$ cat src/design/cmpre_pkg.sv
// ----------------------------------------------------------------------------
// cmpre_pkg
// Shared constants, types and arithmetic helpers for the column max scorer.
// ----------------------------------------------------------------------------
package cmpre_pkg;

  localparam int SCORE_W     = 32;
  localparam int ROW_COUNT_W = 7;
  localparam int CFG_ADDR_W  = 3;
  localparam int CFG_DATA_W  = 32;

  typedef logic signed [SCORE_W-1:0] score_t;
  typedef logic [ROW_COUNT_W-1:0]    row_count_t;

  localparam score_t SCORE_MIN = {1'b1, {(SCORE_W-1){1'b0}}};
  localparam score_t SCORE_MAX = {1'b0, {(SCORE_W-1){1'b1}}};

  // register indexes (paddr[2])
  typedef enum logic {
    REG_ROW_COUNT = 1'b0,
    REG_NONE      = 1'b1
  } reg_idx_t;

  typedef struct packed {
    score_t hi;
    score_t sec;
  } tops_t;

  function automatic score_t sat_add(input score_t a, input score_t b);
    logic signed [SCORE_W:0] s;
    s = (SCORE_W+1)'(a) + (SCORE_W+1)'(b);
    if (s[SCORE_W] != s[SCORE_W-1]) begin
      return s[SCORE_W] ? SCORE_MIN : SCORE_MAX;
    end
    return s[SCORE_W-1:0];
  endfunction

  function automatic tops_t track_top(input tops_t t, input score_t v);
    tops_t r;
    r = t;
    if (v > t.hi) begin
      r.sec = t.hi;
      r.hi  = v;
    end else if (v > t.sec) begin
      r.sec = v;
    end
    return r;
  endfunction

endpackage

$ cat src/design/cmpre_in_if.sv
// ----------------------------------------------------------------------------
// cmpre_in_if
// Valid/ready channel carrying one grid cell item.
// ----------------------------------------------------------------------------
interface cmpre_in_if #(
  parameter int CELL_WIDTH = 16
) ();
  logic                         valid;
  logic                         ready;
  logic signed [CELL_WIDTH-1:0] cell_value;
  logic                         final_column;

  modport source (output valid, cell_value, final_column, input ready);
  modport sink   (input valid, cell_value, final_column, output ready);
endinterface

$ cat src/design/cmpre_out_if.sv
// ----------------------------------------------------------------------------
// cmpre_out_if
// Valid/ready channel carrying one best score item.
// ----------------------------------------------------------------------------
interface cmpre_out_if
  import cmpre_pkg::*;
();
  logic   valid;
  logic   ready;
  score_t best_score;

  modport source (output valid, best_score, input ready);
  modport sink   (input valid, best_score, output ready);
endinterface

$ cat src/design/column_max_plus_row_exclusion_dp.sv
// ----------------------------------------------------------------------------
// column_max_plus_row_exclusion_dp
// Column-by-column max-plus scorer with row exclusion.
// ----------------------------------------------------------------------------
// Cells enter on in_ch (valid/ready) in column-major order, one item per
// cell, with final_column set on cells of the grid's last column. The per-row
// scores live in a MAX_ROWS x 32 RAM; each cell reads its row in stage 0 and
// writes the updated score back in stage 1, so one item is taken per cycle
// while stage 1 is not held. A same-row read right behind a write (single-row
// grids) uses a bypass. After the last row of a final column, out_ch.valid
// rises once that cell leaves stage 1 and loads the output register; while
// the result waits there, cells keep flowing: only a second final column
// reaching stage 1 holds in_ch.ready low until the first result is taken.
// The user writes row_count (APB-style port, address 0) only while idle; the
// block does not enforce it. 0 counts as 1, values above MAX_ROWS as MAX_ROWS.
// Synchronous active-low reset sets row_count to 1, empties the pipeline and
// starts a new grid; the score RAM is not cleared (the first column fills it).
// ----------------------------------------------------------------------------
module column_max_plus_row_exclusion_dp
  import cmpre_pkg::*;
#(
  parameter int MAX_ROWS   = 64,
  parameter int CELL_WIDTH = 16
) (
  input  logic                  clk,
  input  logic                  rst_n,
  cmpre_in_if.sink              in_ch,
  cmpre_out_if.source           out_ch,
  input  logic                  psel,
  input  logic                  penable,
  input  logic                  pwrite,
  input  logic [CFG_ADDR_W-1:0] paddr,
  input  logic [CFG_DATA_W-1:0] pwdata,
  output logic [CFG_DATA_W-1:0] prdata,
  output logic                  pready
);

  row_count_t row_count;

  cmpre_cfg u_cfg (
    .clk       (clk),
    .rst_n     (rst_n),
    .psel      (psel),
    .penable   (penable),
    .pwrite    (pwrite),
    .paddr     (paddr),
    .pwdata    (pwdata),
    .prdata    (prdata),
    .pready    (pready),
    .row_count (row_count)
  );

  cmpre_core #(
    .MAX_ROWS   (MAX_ROWS),
    .CELL_WIDTH (CELL_WIDTH)
  ) u_core (
    .clk       (clk),
    .rst_n     (rst_n),
    .row_count (row_count),
    .in_ch     (in_ch),
    .out_ch    (out_ch)
  );

endmodule

$ cat src/design/cmpre_ram.sv
// ----------------------------------------------------------------------------
// cmpre_ram
// Generic single-write, single-read RAM with registered read data.
// ----------------------------------------------------------------------------
module cmpre_ram #(
  parameter int WIDTH = 32,
  parameter int DEPTH = 64,
  parameter int AW    = (DEPTH > 1) ? $clog2(DEPTH) : 1
) (
  input  logic             clk,
  input  logic             wr_en,
  input  logic [AW-1:0]    wr_addr,
  input  logic [WIDTH-1:0] wr_data,
  input  logic             rd_en,
  input  logic [AW-1:0]    rd_addr,
  output logic [WIDTH-1:0] rd_data
);

  logic [WIDTH-1:0] mem [DEPTH];

  always_ff @(posedge clk) begin
    if (wr_en) begin
      mem[wr_addr] <= wr_data;
    end
    if (rd_en) begin
      rd_data <= mem[rd_addr];
    end
  end

endmodule

$ cat src/design/cmpre_cfg.sv
// ----------------------------------------------------------------------------
// cmpre_cfg
// APB-style register file holding the row count.
// ----------------------------------------------------------------------------
module cmpre_cfg
  import cmpre_pkg::*;
(
  input  logic                  clk,
  input  logic                  rst_n,
  input  logic                  psel,
  input  logic                  penable,
  input  logic                  pwrite,
  input  logic [CFG_ADDR_W-1:0] paddr,
  input  logic [CFG_DATA_W-1:0] pwdata,
  output logic [CFG_DATA_W-1:0] prdata,
  output logic                  pready,
  output row_count_t            row_count
);

  row_count_t row_count_r;
  row_count_t row_count_nxt;
  reg_idx_t   reg_idx;
  logic       wr_en;

  assign pready  = 1'b1;
  assign reg_idx = reg_idx_t'(paddr[2]);
  assign wr_en   = psel && penable && pwrite && pready;

  always_comb begin
    row_count_nxt = row_count_r;
    prdata        = '0;
    unique case (reg_idx)
      REG_ROW_COUNT: begin
        prdata = CFG_DATA_W'(row_count_r);
        if (wr_en) begin
          row_count_nxt = pwdata[ROW_COUNT_W-1:0];
        end
      end
      REG_NONE: begin
        prdata = '0;
      end
      default: begin
        prdata = '0;
      end
    endcase
  end

  always_ff @(posedge clk) begin
    if (!rst_n) begin
      row_count_r <= ROW_COUNT_W'(1);
    end else begin
      row_count_r <= row_count_nxt;
    end
  end

  assign row_count = row_count_r;

endmodule

$ cat src/design/cmpre_core.sv
// ----------------------------------------------------------------------------
// cmpre_core
// Two-stage score pipeline: stage 0 issues the score store read, stage 1
// updates the score, writes it back and tracks the column's top two.
// ----------------------------------------------------------------------------
module cmpre_core
  import cmpre_pkg::*;
#(
  parameter int MAX_ROWS   = 64,
  parameter int CELL_WIDTH = 16
) (
  input  logic       clk,
  input  logic       rst_n,
  input  row_count_t row_count,
  cmpre_in_if.sink   in_ch,
  cmpre_out_if.source out_ch
);

  localparam int PW     = (MAX_ROWS > 1) ? $clog2(MAX_ROWS) : 1;
  localparam int CNT_MX = $clog2(MAX_ROWS + 1);
  localparam int CNT_W  = (CNT_MX > ROW_COUNT_W) ? CNT_MX : ROW_COUNT_W;

  typedef struct packed {
    logic [PW-1:0]                addr;
    logic signed [CELL_WIDTH-1:0] cval;
    logic                         fin;
    logic                         last;
    logic                         one_row;
  } s1_t;

  // stage 0
  logic [PW-1:0]    pos_r, pos_nxt;
  logic [CNT_W-1:0] rows_eff;
  logic [CNT_W-1:0] rc_ext;
  logic             in_last;
  logic             accept;

  // stage 1
  logic   s1_vld_r, s1_vld_nxt;
  s1_t    s1_r;
  logic   s1_fire;
  logic   s1_emit;
  logic   fwd_vld_r, fwd_vld_nxt;
  score_t fwd_data_r;
  score_t rd_data;
  score_t old_score;
  score_t cell_ext;
  score_t other;
  score_t cand;
  score_t score;
  tops_t  upd;

  logic   first_r, first_nxt;
  tops_t  prev_r, prev_nxt;
  tops_t  cur_r, cur_nxt;

  logic   out_vld_r, out_vld_nxt;
  score_t out_data_r;

  localparam tops_t TOPS_CLR = '{hi: SCORE_MIN, sec: SCORE_MIN};

  // ---- stage 0: row sequencing and store read
  assign rc_ext = CNT_W'(row_count);

  always_comb begin
    if (rc_ext == '0) begin
      rows_eff = CNT_W'(1);
    end else if (rc_ext > CNT_W'(MAX_ROWS)) begin
      rows_eff = CNT_W'(MAX_ROWS);
    end else begin
      rows_eff = rc_ext;
    end
  end

  assign in_last     = (CNT_W'(pos_r) + CNT_W'(1)) >= rows_eff;
  assign accept      = in_ch.valid && in_ch.ready;
  assign in_ch.ready = !s1_vld_r || s1_fire;
  assign pos_nxt     = !accept ? pos_r : (in_last ? '0 : PW'(CNT_W'(pos_r) + CNT_W'(1)));

  cmpre_ram #(
    .WIDTH (SCORE_W),
    .DEPTH (MAX_ROWS),
    .AW    (PW)
  ) u_scores (
    .clk     (clk),
    .wr_en   (s1_fire),
    .wr_addr (s1_r.addr),
    .wr_data (score),
    .rd_en   (accept),
    .rd_addr (pos_r),
    .rd_data (rd_data)
  );

  // ---- stage 1: score update
  assign s1_emit = s1_r.last && s1_r.fin;
  assign s1_fire = s1_vld_r && (!s1_emit || !out_vld_r || out_ch.ready);
  assign s1_vld_nxt = accept || (s1_vld_r && !s1_fire);

  // same-row write in the read cycle is bypassed
  assign fwd_vld_nxt = accept ? (s1_fire && (s1_r.addr == pos_r))
                              : (fwd_vld_r && !s1_fire);

  assign old_score = fwd_vld_r ? fwd_data_r : rd_data;
  assign cell_ext  = SCORE_W'(s1_r.cval);
  assign other     = (old_score == prev_r.hi) ? prev_r.sec : prev_r.hi;

  always_comb begin
    if (s1_r.one_row) begin
      cand = cell_ext;
    end else begin
      cand = sat_add(cell_ext, other);
    end
    if (first_r) begin
      score = cell_ext;
    end else begin
      score = (cand > old_score) ? cand : old_score;
    end
    upd = track_top(cur_r, score);
  end

  always_comb begin
    first_nxt   = first_r;
    prev_nxt    = prev_r;
    cur_nxt     = cur_r;
    out_vld_nxt = out_vld_r && !out_ch.ready;
    if (s1_fire) begin
      if (!s1_r.last) begin
        cur_nxt = upd;
      end else if (s1_r.fin) begin
        prev_nxt    = TOPS_CLR;
        cur_nxt     = TOPS_CLR;
        first_nxt   = 1'b1;
        out_vld_nxt = 1'b1;
      end else begin
        prev_nxt  = upd;
        cur_nxt   = TOPS_CLR;
        first_nxt = 1'b0;
      end
    end
  end

  always_ff @(posedge clk) begin
    if (!rst_n) begin
      pos_r     <= '0;
      s1_vld_r  <= 1'b0;
      fwd_vld_r <= 1'b0;
      first_r   <= 1'b1;
      prev_r    <= TOPS_CLR;
      cur_r     <= TOPS_CLR;
      out_vld_r <= 1'b0;
    end else begin
      pos_r     <= pos_nxt;
      s1_vld_r  <= s1_vld_nxt;
      fwd_vld_r <= fwd_vld_nxt;
      first_r   <= first_nxt;
      prev_r    <= prev_nxt;
      cur_r     <= cur_nxt;
      out_vld_r <= out_vld_nxt;
    end
  end

  always_ff @(posedge clk) begin
    if (accept) begin
      s1_r.addr    <= pos_r;
      s1_r.cval    <= in_ch.cell_value;
      s1_r.fin     <= in_ch.final_column;
      s1_r.last    <= in_last;
      s1_r.one_row <= (rows_eff == CNT_W'(1));
      fwd_data_r   <= score;
    end
    if (s1_fire && s1_emit) begin
      out_data_r <= upd.hi;
    end
  end

  assign out_ch.valid      = out_vld_r;
  assign out_ch.best_score = out_data_r;

  // ---- checks
  a_emit_loads_out: assert property (@(posedge clk) disable iff (!rst_n)
    s1_fire && s1_emit |=> out_vld_r)
    else $error("final row did not load the result register");

  a_fwd_needs_s1: assert property (@(posedge clk) disable iff (!rst_n)
    fwd_vld_r |-> s1_vld_r)
    else $error("bypass armed with empty stage 1");

  a_cur_order: assert property (@(posedge clk) disable iff (!rst_n)
    cur_r.sec <= cur_r.hi)
    else $error("running second exceeds running highest");

  a_prev_order: assert property (@(posedge clk) disable iff (!rst_n)
    prev_r.sec <= prev_r.hi)
    else $error("previous second exceeds previous highest");

endmodule

$ cat src/flat_wrapper.sv
// flat-port wrapper written by rule: the top's interface ports become plain ports
module column_max_plus_row_exclusion_dp_flat import cmpre_pkg::*;
#(
  parameter int MAX_ROWS   = 64,
  parameter int CELL_WIDTH = 16
)
  (clk, rst_n, psel, penable, pwrite, paddr, pwdata, prdata, pready, in_ch_valid, in_ch_cell_value, in_ch_final_column, in_ch_ready, out_ch_valid, out_ch_best_score, out_ch_ready);
  cmpre_in_if #(.CELL_WIDTH(CELL_WIDTH)) in_ch_i ();
  cmpre_out_if out_ch_i ();
  input  logic clk;
  input  logic rst_n;
  input  logic psel;
  input  logic penable;
  input  logic pwrite;
  input  logic [CFG_ADDR_W-1:0] paddr;
  input  logic [CFG_DATA_W-1:0] pwdata;
  output logic [CFG_DATA_W-1:0] prdata;
  output logic pready;
  input wire logic [$bits(in_ch_i.valid)-1:0] in_ch_valid;
  input wire logic [$bits(in_ch_i.cell_value)-1:0] in_ch_cell_value;
  input wire logic [$bits(in_ch_i.final_column)-1:0] in_ch_final_column;
  output wire logic [$bits(in_ch_i.ready)-1:0] in_ch_ready;
  output wire logic [$bits(out_ch_i.valid)-1:0] out_ch_valid;
  output wire logic [$bits(out_ch_i.best_score)-1:0] out_ch_best_score;
  input wire logic [$bits(out_ch_i.ready)-1:0] out_ch_ready;
  assign in_ch_i.valid = in_ch_valid;
  assign in_ch_i.cell_value = in_ch_cell_value;
  assign in_ch_i.final_column = in_ch_final_column;
  assign in_ch_ready = in_ch_i.ready;
  assign out_ch_valid = out_ch_i.valid;
  assign out_ch_best_score = out_ch_i.best_score;
  assign out_ch_i.ready = out_ch_ready;
  column_max_plus_row_exclusion_dp #(.MAX_ROWS(MAX_ROWS), .CELL_WIDTH(CELL_WIDTH)) u_core (.clk(clk), .rst_n(rst_n), .in_ch(in_ch_i), .out_ch(out_ch_i), .psel(psel), .penable(penable), .pwrite(pwrite), .paddr(paddr), .pwdata(pwdata), .prdata(prdata), .pready(pready));
endmodule
$ cat config.mk
export PLATFORM = sky130hd
export DESIGN_NAME = column_max_plus_row_exclusion_dp_flat
export DESIGN_NICKNAME = d
export VERILOG_FILES = /design/src/design/cmpre_pkg.sv /design/src/design/cmpre_in_if.sv /design/src/design/cmpre_out_if.sv /design/src/design/column_max_plus_row_exclusion_dp.sv /design/src/design/cmpre_ram.sv /design/src/design/cmpre_cfg.sv /design/src/design/cmpre_core.sv /design/src/flat_wrapper.sv
export SDC_FILE = /design/constraint.sdc
export NUM_CORES = 2
export LEC_CHECK = 0
export BUFFER_PORTS_ARGS = -buffer_cell sky130_fd_sc_hd__buf_2
export CAP_MARGIN = 10
export CORE_ASPECT_RATIO = 2
export CORE_MARGIN = 5
export CORE_UTILIZATION = 54
export CTS_CLUSTER_SIZE = 8
export DETAILED_ROUTE_END_ITERATION = 7
export PLACE_DENSITY_LB_ADDON = 0.05
export SETUP_SLACK_MARGIN = 0.4
export SYNTH_ARGS = -nofsm -noshare
export SYNTH_HDL_FRONTEND = slang
export SYNTH_SLANG_ARGS = --single-unit
$ cat constraint.sdc
create_clock -name clk -period 15.7 [get_ports clk]
set_input_delay 2.355 -clock clk [delete_from_list [all_inputs] [get_ports clk]]
set_output_delay 2.355 -clock clk [all_outputs]
set_load 0.02 [all_outputs]
After elaboration in Yosys (flattened, before gate mapping)
Memory sizes are Yosys's and may differ from the RTL's. A register that Yosys moved wholly into a read port is not among the register bits.
Cells that the tools add are included.
{"block": "classes", "shifts": 0, "n_mux": 26, "add_sub_neg": 2, "order_cmp": 5, "n_reduce_logical": 22, "n_eq_ne": 4, "multipliers": 0, "bitwise_logic": 1, "n_div": 0}
{"operator": "32-bit two-way mux", "n": 11}
{"operator": "64-bit two-way mux", "n": 2}
{"operator": "32-bit > comparator", "n": 3}
{"operator": "32-bit one-hot mux with 2 select lines", "n": 1}
{"operator": "16-bit by 32-bit adder with 33-bit output", "n": 1}
{"operator": "32-bit equality test", "n": 1}
{"operator": "7-bit two-way mux", "n": 2}
{"operator": "1-bit logical AND", "n": 10}
{"operator": "1-bit two-way mux", "n": 9}
{"operator": "6-bit by 1-bit adder with 7-bit output, second input constant", "n": 1}
{"operator": "7-bit by 1-bit equality test with 1-bit output, second input constant", "n": 1}
{"operator": "7-bit greater-or-equal comparator", "n": 1}
{"operator": "7-bit > comparator, second input constant", "n": 1}
{"operator": "7-bit zero test", "n": 1}
{"operator": "6-bit equality test", "n": 1}
{"operator": "6-bit two-way mux", "n": 1}
{"operator": "1-bit zero test", "n": 5}
{"operator": "1-bit logical OR", "n": 4}
{"operator": "2-bit AND reduction", "n": 2}
{"operator": "1-bit != test", "n": 1}
{"operator": "1-bit inverter", "n": 1}
{"block": "totals", "word_cells": 78, "memories": 1, "in_bits": 59, "ram_bits": 2048, "latchBits": 0, "output_inout_bits": 67, "reg_bits": 234, "mem_bits_ro": 0}
{"memory": "u_core.u_core.u_scores.mem", "depth": 64, "width": 32, "read_ports": 1, "rd_ports_with_merged_regs": 1, "wr": 1, "line": "cmpre_ram.sv:19", "text": "logic [WIDTH-1:0] mem [DEPTH];"}

Depth between registers and ports, before layout
{"block": "depth", "ltp_word": 16, "depth_mapped": 49}

Cells and area by module
A second synthesis with hierarchy kept.
{"block": "hier_totals", "hier_cells": 5060, "hier_area_um2": 94952.3}
{"mod": "cmpre_ram", "area_per_inst_um2": 78835.6, "seq_area_each_um2": 62459.9, "instances": 1, "cells_each": 3324}
{"mod": "cmpre_core", "area_per_inst_um2": 15559.9, "seq_area_each_um2": 5435.2, "instances": 1, "cells_each": 1670}
{"mod": "cmpre_cfg", "area_per_inst_um2": 556.8, "seq_area_each_um2": 140.1, "instances": 1, "cells_each": 66}

Worst setup path before layout
No wires, ideal clock.
{"block": "synth_timing", "path_kind": "register -> register", "start": "register u_core.u_core.fwd_vld_r", "end": "register u_core.u_core.out_data_r[25], in the netlist u_core.u_core.out_ch.best_score[25] (data pin)", "n_path_buf": 9, "path_stages_with_launch": 40, "required_time_ns": 15.431, "arrival_time_ns": 12.749, "slack_ns": 2.682, "setup_time_ns": 0.269, "period_less_slack_ns": 13.018, "cell_sequence": "dfxtp_1 -> clkbuf_1 -> clkbuf_1 -> mux2i_1 -> xnor2_1 -> nor4_1 -> nand4_1 -> nor2_1 -> clkbuf_1 -> mux2_2 -> ha_1 -> buf_2 -> nand4_2 -> or3_1 -> o31a_1 -> o21ai_4 -> buf_2 -> o21ai_0 -> [... 4 more ...] -> a221o_1 -> a211oi_1 -> o21ai_0 -> a21oi_1 -> nor2_1 -> clkbuf_1 -> a221oi_1 -> ha_1 -> nand4_1 -> nor2_1 -> and2_1 -> a211o_1 -> a211oi_1 -> mux2i_1 -> buf_2 -> clkbuf_1 -> clkbuf_1 -> o21ai_0"}
{"item": "start, declared", "line": "cmpre_core.sv:43", "text": "logic fwd_vld_r, fwd_vld_nxt;"}
{"item": "start signal, assigned", "line": "cmpre_core.sv:154", "text": "fwd_vld_r <= fwd_vld_nxt;"}
{"item": "end signal, assigned", "line": "cmpre_core.sv:172", "text": "out_data_r <= upd.hi;"}
{"item": "end, declared", "line": "cmpre_core.sv:58", "text": "score_t out_data_r;"}

Worst setup path after layout
{"block": "layout_timing", "start": "register u_core.u_core.fwd_vld_r", "end": "register u_core.u_core.cur_r[34] (netlist bit)"}
{"block": "layout_between", "elab_chain_len": 15}
{"item": "32-bit two-way mux (*)", "line": "cmpre_core.sv:103", "text": "assign old_score = fwd_vld_r ? fwd_data_r : rd_data;"}
{"item": "32-bit equality test", "line": "cmpre_core.sv:105", "text": "assign other = (old_score == prev_r.hi) ? prev_r.sec : prev_r.hi;"}
{"item": "32-bit two-way mux", "line": "cmpre_core.sv:105"}
{"item": "16-bit by 32-bit adder with 33-bit output", "line": "cmpre_pkg.sv:31", "text": "s = (SCORE_W+1)'(a) + (SCORE_W+1)'(b);"}
{"item": "1-bit != test", "line": "cmpre_pkg.sv:32", "text": "if (s[SCORE_W] != s[SCORE_W-1]) begin"}
{"item": "1-bit two-way mux", "line": "cmpre_pkg.sv:32"}
{"item": "1-bit two-way mux", "line": "cmpre_core.sv:108", "text": "if (s1_r.one_row) begin"}
{"item": "32-bit two-way mux", "line": "cmpre_pkg.sv:35", "text": "return s[SCORE_W-1:0];"}
{"item": "32-bit two-way mux", "line": "cmpre_core.sv:108"}
{"item": "32-bit > comparator", "line": "cmpre_core.sv:116", "text": "score = (cand > old_score) ? cand : old_score;"}
{"item": "32-bit two-way mux (*)", "line": "cmpre_core.sv:116"}
{"item": "32-bit two-way mux (*)", "line": "cmpre_core.sv:113", "text": "if (first_r) begin"}
{"item": "named net u_core.u_core.score[31]", "line": "cmpre_core.sv:50", "text": "score_t score;"}
{"item": "32-bit > comparator (*)", "line": "cmpre_pkg.sv:41", "text": "if (v > t.hi) begin"}
{"item": "32-bit two-way mux (*)", "line": "cmpre_pkg.sv:41"}
{"item": "64-bit two-way mux (*)", "line": "cmpre_core.sv:127", "text": "if (!s1_r.last) begin"}
{"item": "end signal, assigned", "line": "cmpre_core.sv:157", "text": "cur_r <= cur_nxt;"}
{"item": "end, declared", "line": "cmpre_core.sv:55", "text": "tops_t cur_r, cur_nxt;"}
The timed path passes the listed nets; every way through them passes the cells marked *. The select of a mux whose other input is x is not followed.
A chain may end at the register's enable or synchronous reset.

==> key figures <==
Outcome
  – Status: complete, no violations

CTS
  – CTS H-Tree Depth: 5
  – CTS Hold Bufs: 0
  – Clock Sinks: 2314
  – Skew-Pair Late Insertion Delay: 0.85 ns
  – PostCTS Resize Cnt: 0
  – CTS tree: built
  – CTS root buffer: clkbuf_16
  – Clk buf depth: 4
  – Num CTS Buffers: 331
  – Post-CTS setup repair buffer count: 0
  – Clock slew at reported path FFs: 0.06 ns

GRT
  – Met1 Use GR: 0.318
  – Initial antenna violation count: 21
  – Most Crowded Layer GR: met2
  – Number of global-route vias before repair: 52400
  – GR Util met2: 0.517
  – First-pass GRT wire length: ~370000 um
  – Largest net degree at the start of global routing: 119
  – Met3 usage: 0.0356
  – GRT Residual Overflow: 0
  – Total track usage: 0.279

Synth
  – YS warnings: 0
  – Mapped Avg Cell Area: 19.8 um^2
  – Main synth FF type: edfxtp_1
  – Yosys reg bits: roughly 2300
  – Yosys cell types: 87
  – Netlist Area Pre-Place: ~95000 um^2
  – Fraction of registers with async set/reset: 0
  – Post-synth EDFFs: about 2200
  – Post-Syn Instances: 4772
  – Sequential share of the synthesized area: 0.720

Critical path
  – Critical Setup Path Class: register to register
  – Crit. End Element: register
  – Slowest library cell on the worst path: nor4_1
  – Startpoint Class: register
  – Largest stage delay on the critical path: 0.80 ns
  – Max FO, Critical Path: 31
  – WP buf/inv: 10
  – Worst Path Required: 16.43 ns
  – Worst R2R Setup Slack: approximately 1.2 ns
  – Critical Path AT: about 15 ns
  – Kind of cell adding the most delay to the critical path: simple AND/OR/NAND/NOR gates
  – Most frequent CP cell: buf_4

Layout
  – Commonest cells after routing, fill and taps aside: 2169 x edfxtp_1, 672 x mux4_2, 339 x clkbuf_16, 310 x buf_4, 172 x nand2_1
  – Register area: 68100 um^2
  – Syn-to-layout area delta: 15.2%
  – Design area: 109000 um^2
  – # fillers: 12200
  – Share of cells above drive strength 1: 0.299
  – Nets: 5446
  – Multi-input gate area: 25700 um^2
  – Most common cell after layout, fill and taps aside: edfxtp_1

Detailed routing
  – # DRC: 0
  – Via count: 49400
  – Initial DRC Count: 4482
  – Vias per Instance: 6.49
  – Final WL: roughly 260000 um
  – DRT Pass-1 Iters: 8
  – Routed WL per cell: 33.8 um
  – ANT nets after route: 0

Floorplanning
  – Std-Cell Rows: 217
  – Total die area: approximately 180000 um^2
  – Die Span X: 306 um
  – IO Pins: 126
  – Core Region: 175000 um^2
  – Starting Density: 0.541
  – Die boundary height: 602 um

STA
  – Period Utilization, post-route: 0.926
  – Setup Skew: 0.0775 ns
  – Hold_ws: 0.441 ns
  – RSZ-0062 raised after global routing: no
  – Post-route setup slack: 1.16 ns
  – TNS Setup: 0 ns
  – Max Transition Viols Final: 0
  – Tightest Pin Transition: 1.24 ns
  – F_max: ~0.07 GHz
  – Endpoints failing setup: 0
  – Slew headroom: 0.167
  – Min cycle time layout: between 10 and 15 ns
  – Final hold viol count: 0

Place
  – Pre-CTS WS: 1.43 ns
  – DP Area: 100000 um^2
  – Post-DP HPWL: ~160000 um
  – Input/output buffers: 72
  – RD Place Congestion: 0.951

Power and ir drop
  – Post-route total power: 14.3 mW
  – Leak Pwr: 34.5 nW
  – Worst vdd ir: 91.8 uV
  – Power density cells: 131 nW/um^2

Job
  – Max Cap Viol: 0

Worst hold path
  – Tightest Hold Check Type: register to register
[stage by stage]
stage / util / std cells
after floorplan: - / 4796
after global placement: 0.573 / 7215
after detailed placement: 0.573 / 7215
after CTS: 0.623 / 7616
after global routing: 0.624 / 7618
final: 0.624 / 7619
[report_power, final]
part           total, mW  switching (mW)  internal, mW
Sequential          6.96          0.0319          6.93
Clock               6.26            2.43          3.83
Combinational       1.08           0.690         0.387
Total               14.3            3.16          11.1
[cell families (layout without fill, tap and decap cells)]
logic type               Yosys count  after routing  synth area share
XOR/XNOR                          63             63           0.00592
other                              2             28         0.0000794
AND/OR/NAND/NOR                  518            518            0.0258
AO/OA/AOI/OAI                    600            600            0.0441
multiplexers                     756            756             0.170
buffers and inverters            381            903            0.0165
flip-flops                      2314           2314             0.720
adder cells (fa/ha/maj)          138            138            0.0183
[worst register-to-register path: cells and delay by family (launching register included)]
| kind | cells | cell delay (ns) |
|---|---|---|
| compound gates | 8 | 2.43 |
| buf+inv | 10 | 2.09 |
| flops | 1 | 0.78 |
| mux | 3 | 1.38 |
| xor+xnor | 1 | 0.15 |
| simple gates | 20 | 6.44 |
| fa+ha+maj | 3 | 1.21 |
[registers in the layout, indices dropped and copies added, names as in the netlist]
name,cells
u_core.u_core.fwd_vld_r,1
u_core.u_core.u_scores.rd_data,32
u_core.u_core.out_ch.best_score,32
u_core.u_cfg.row_count,7
u_core.u_core.first_r,1
u_core.u_core.s1_vld_r,1
u_core.u_core.prev_r,64
u_core.u_core.out_ch.valid,1
u_core.u_core.s1_r,9
u_core.u_core.cur_r,64
u_core.u_core.fwd_data_r,32
u_core.u_core.cell_ext,16
u_core.u_core.u_scores.mem,2048
u_core.u_core.pos_r,6
[layout make-up]
class                      instances  share of cell area
sequential                      2314               0.625
multi-input combinational       2101               0.236
clock buffer                     386              0.0797
timing repair buffer             398              0.0276
tap                             2299              0.0264
inverter                         104             0.00361
clock inverter                    15             0.00171
antenna                            2           0.0000460
[cells in the mapped netlist, types with 34 or more instances]
master	number	area (um^2)
a21o_1	39	293
a21oi_1	88	440
a22o_1	34	298
a22oi_1	43	323
buf_1	63	236
clkbuf_1	171	642
dfxtp_1	145	2900
edfxtp_1	2169	65100
ha_1	136	1700
inv_1	103	387
mux2_2	42	473
mux2i_1	42	420
mux4_2	672	15100
nand2_1	172	646
nand3_1	34	170
nor2_1	152	571
o21ai_0	153	766
xnor2_1	41	359
[worst paths after layout]
kind,from,end,cells past startpoint
min,u_core.u_core.prev_r[26],u_core.u_core.prev_r[26],2
max,u_core.u_core.fwd_vld_r,u_core.u_core.cur_r[34],45
max reg2reg,u_core.u_core.fwd_vld_r,u_core.u_core.cur_r[34],45
min reg2reg,u_core.u_core.prev_r[26],u_core.u_core.prev_r[26],2
[routing by layer]
metal / up-vias / wire length (um)
met4: 0 / 15600
li1: 20700 / -
met5: - / 0
met3: 624 / 11700
met1: 26400 / 87900
met2: 1760 / 142000
Power figures use the tool's default switching activity.
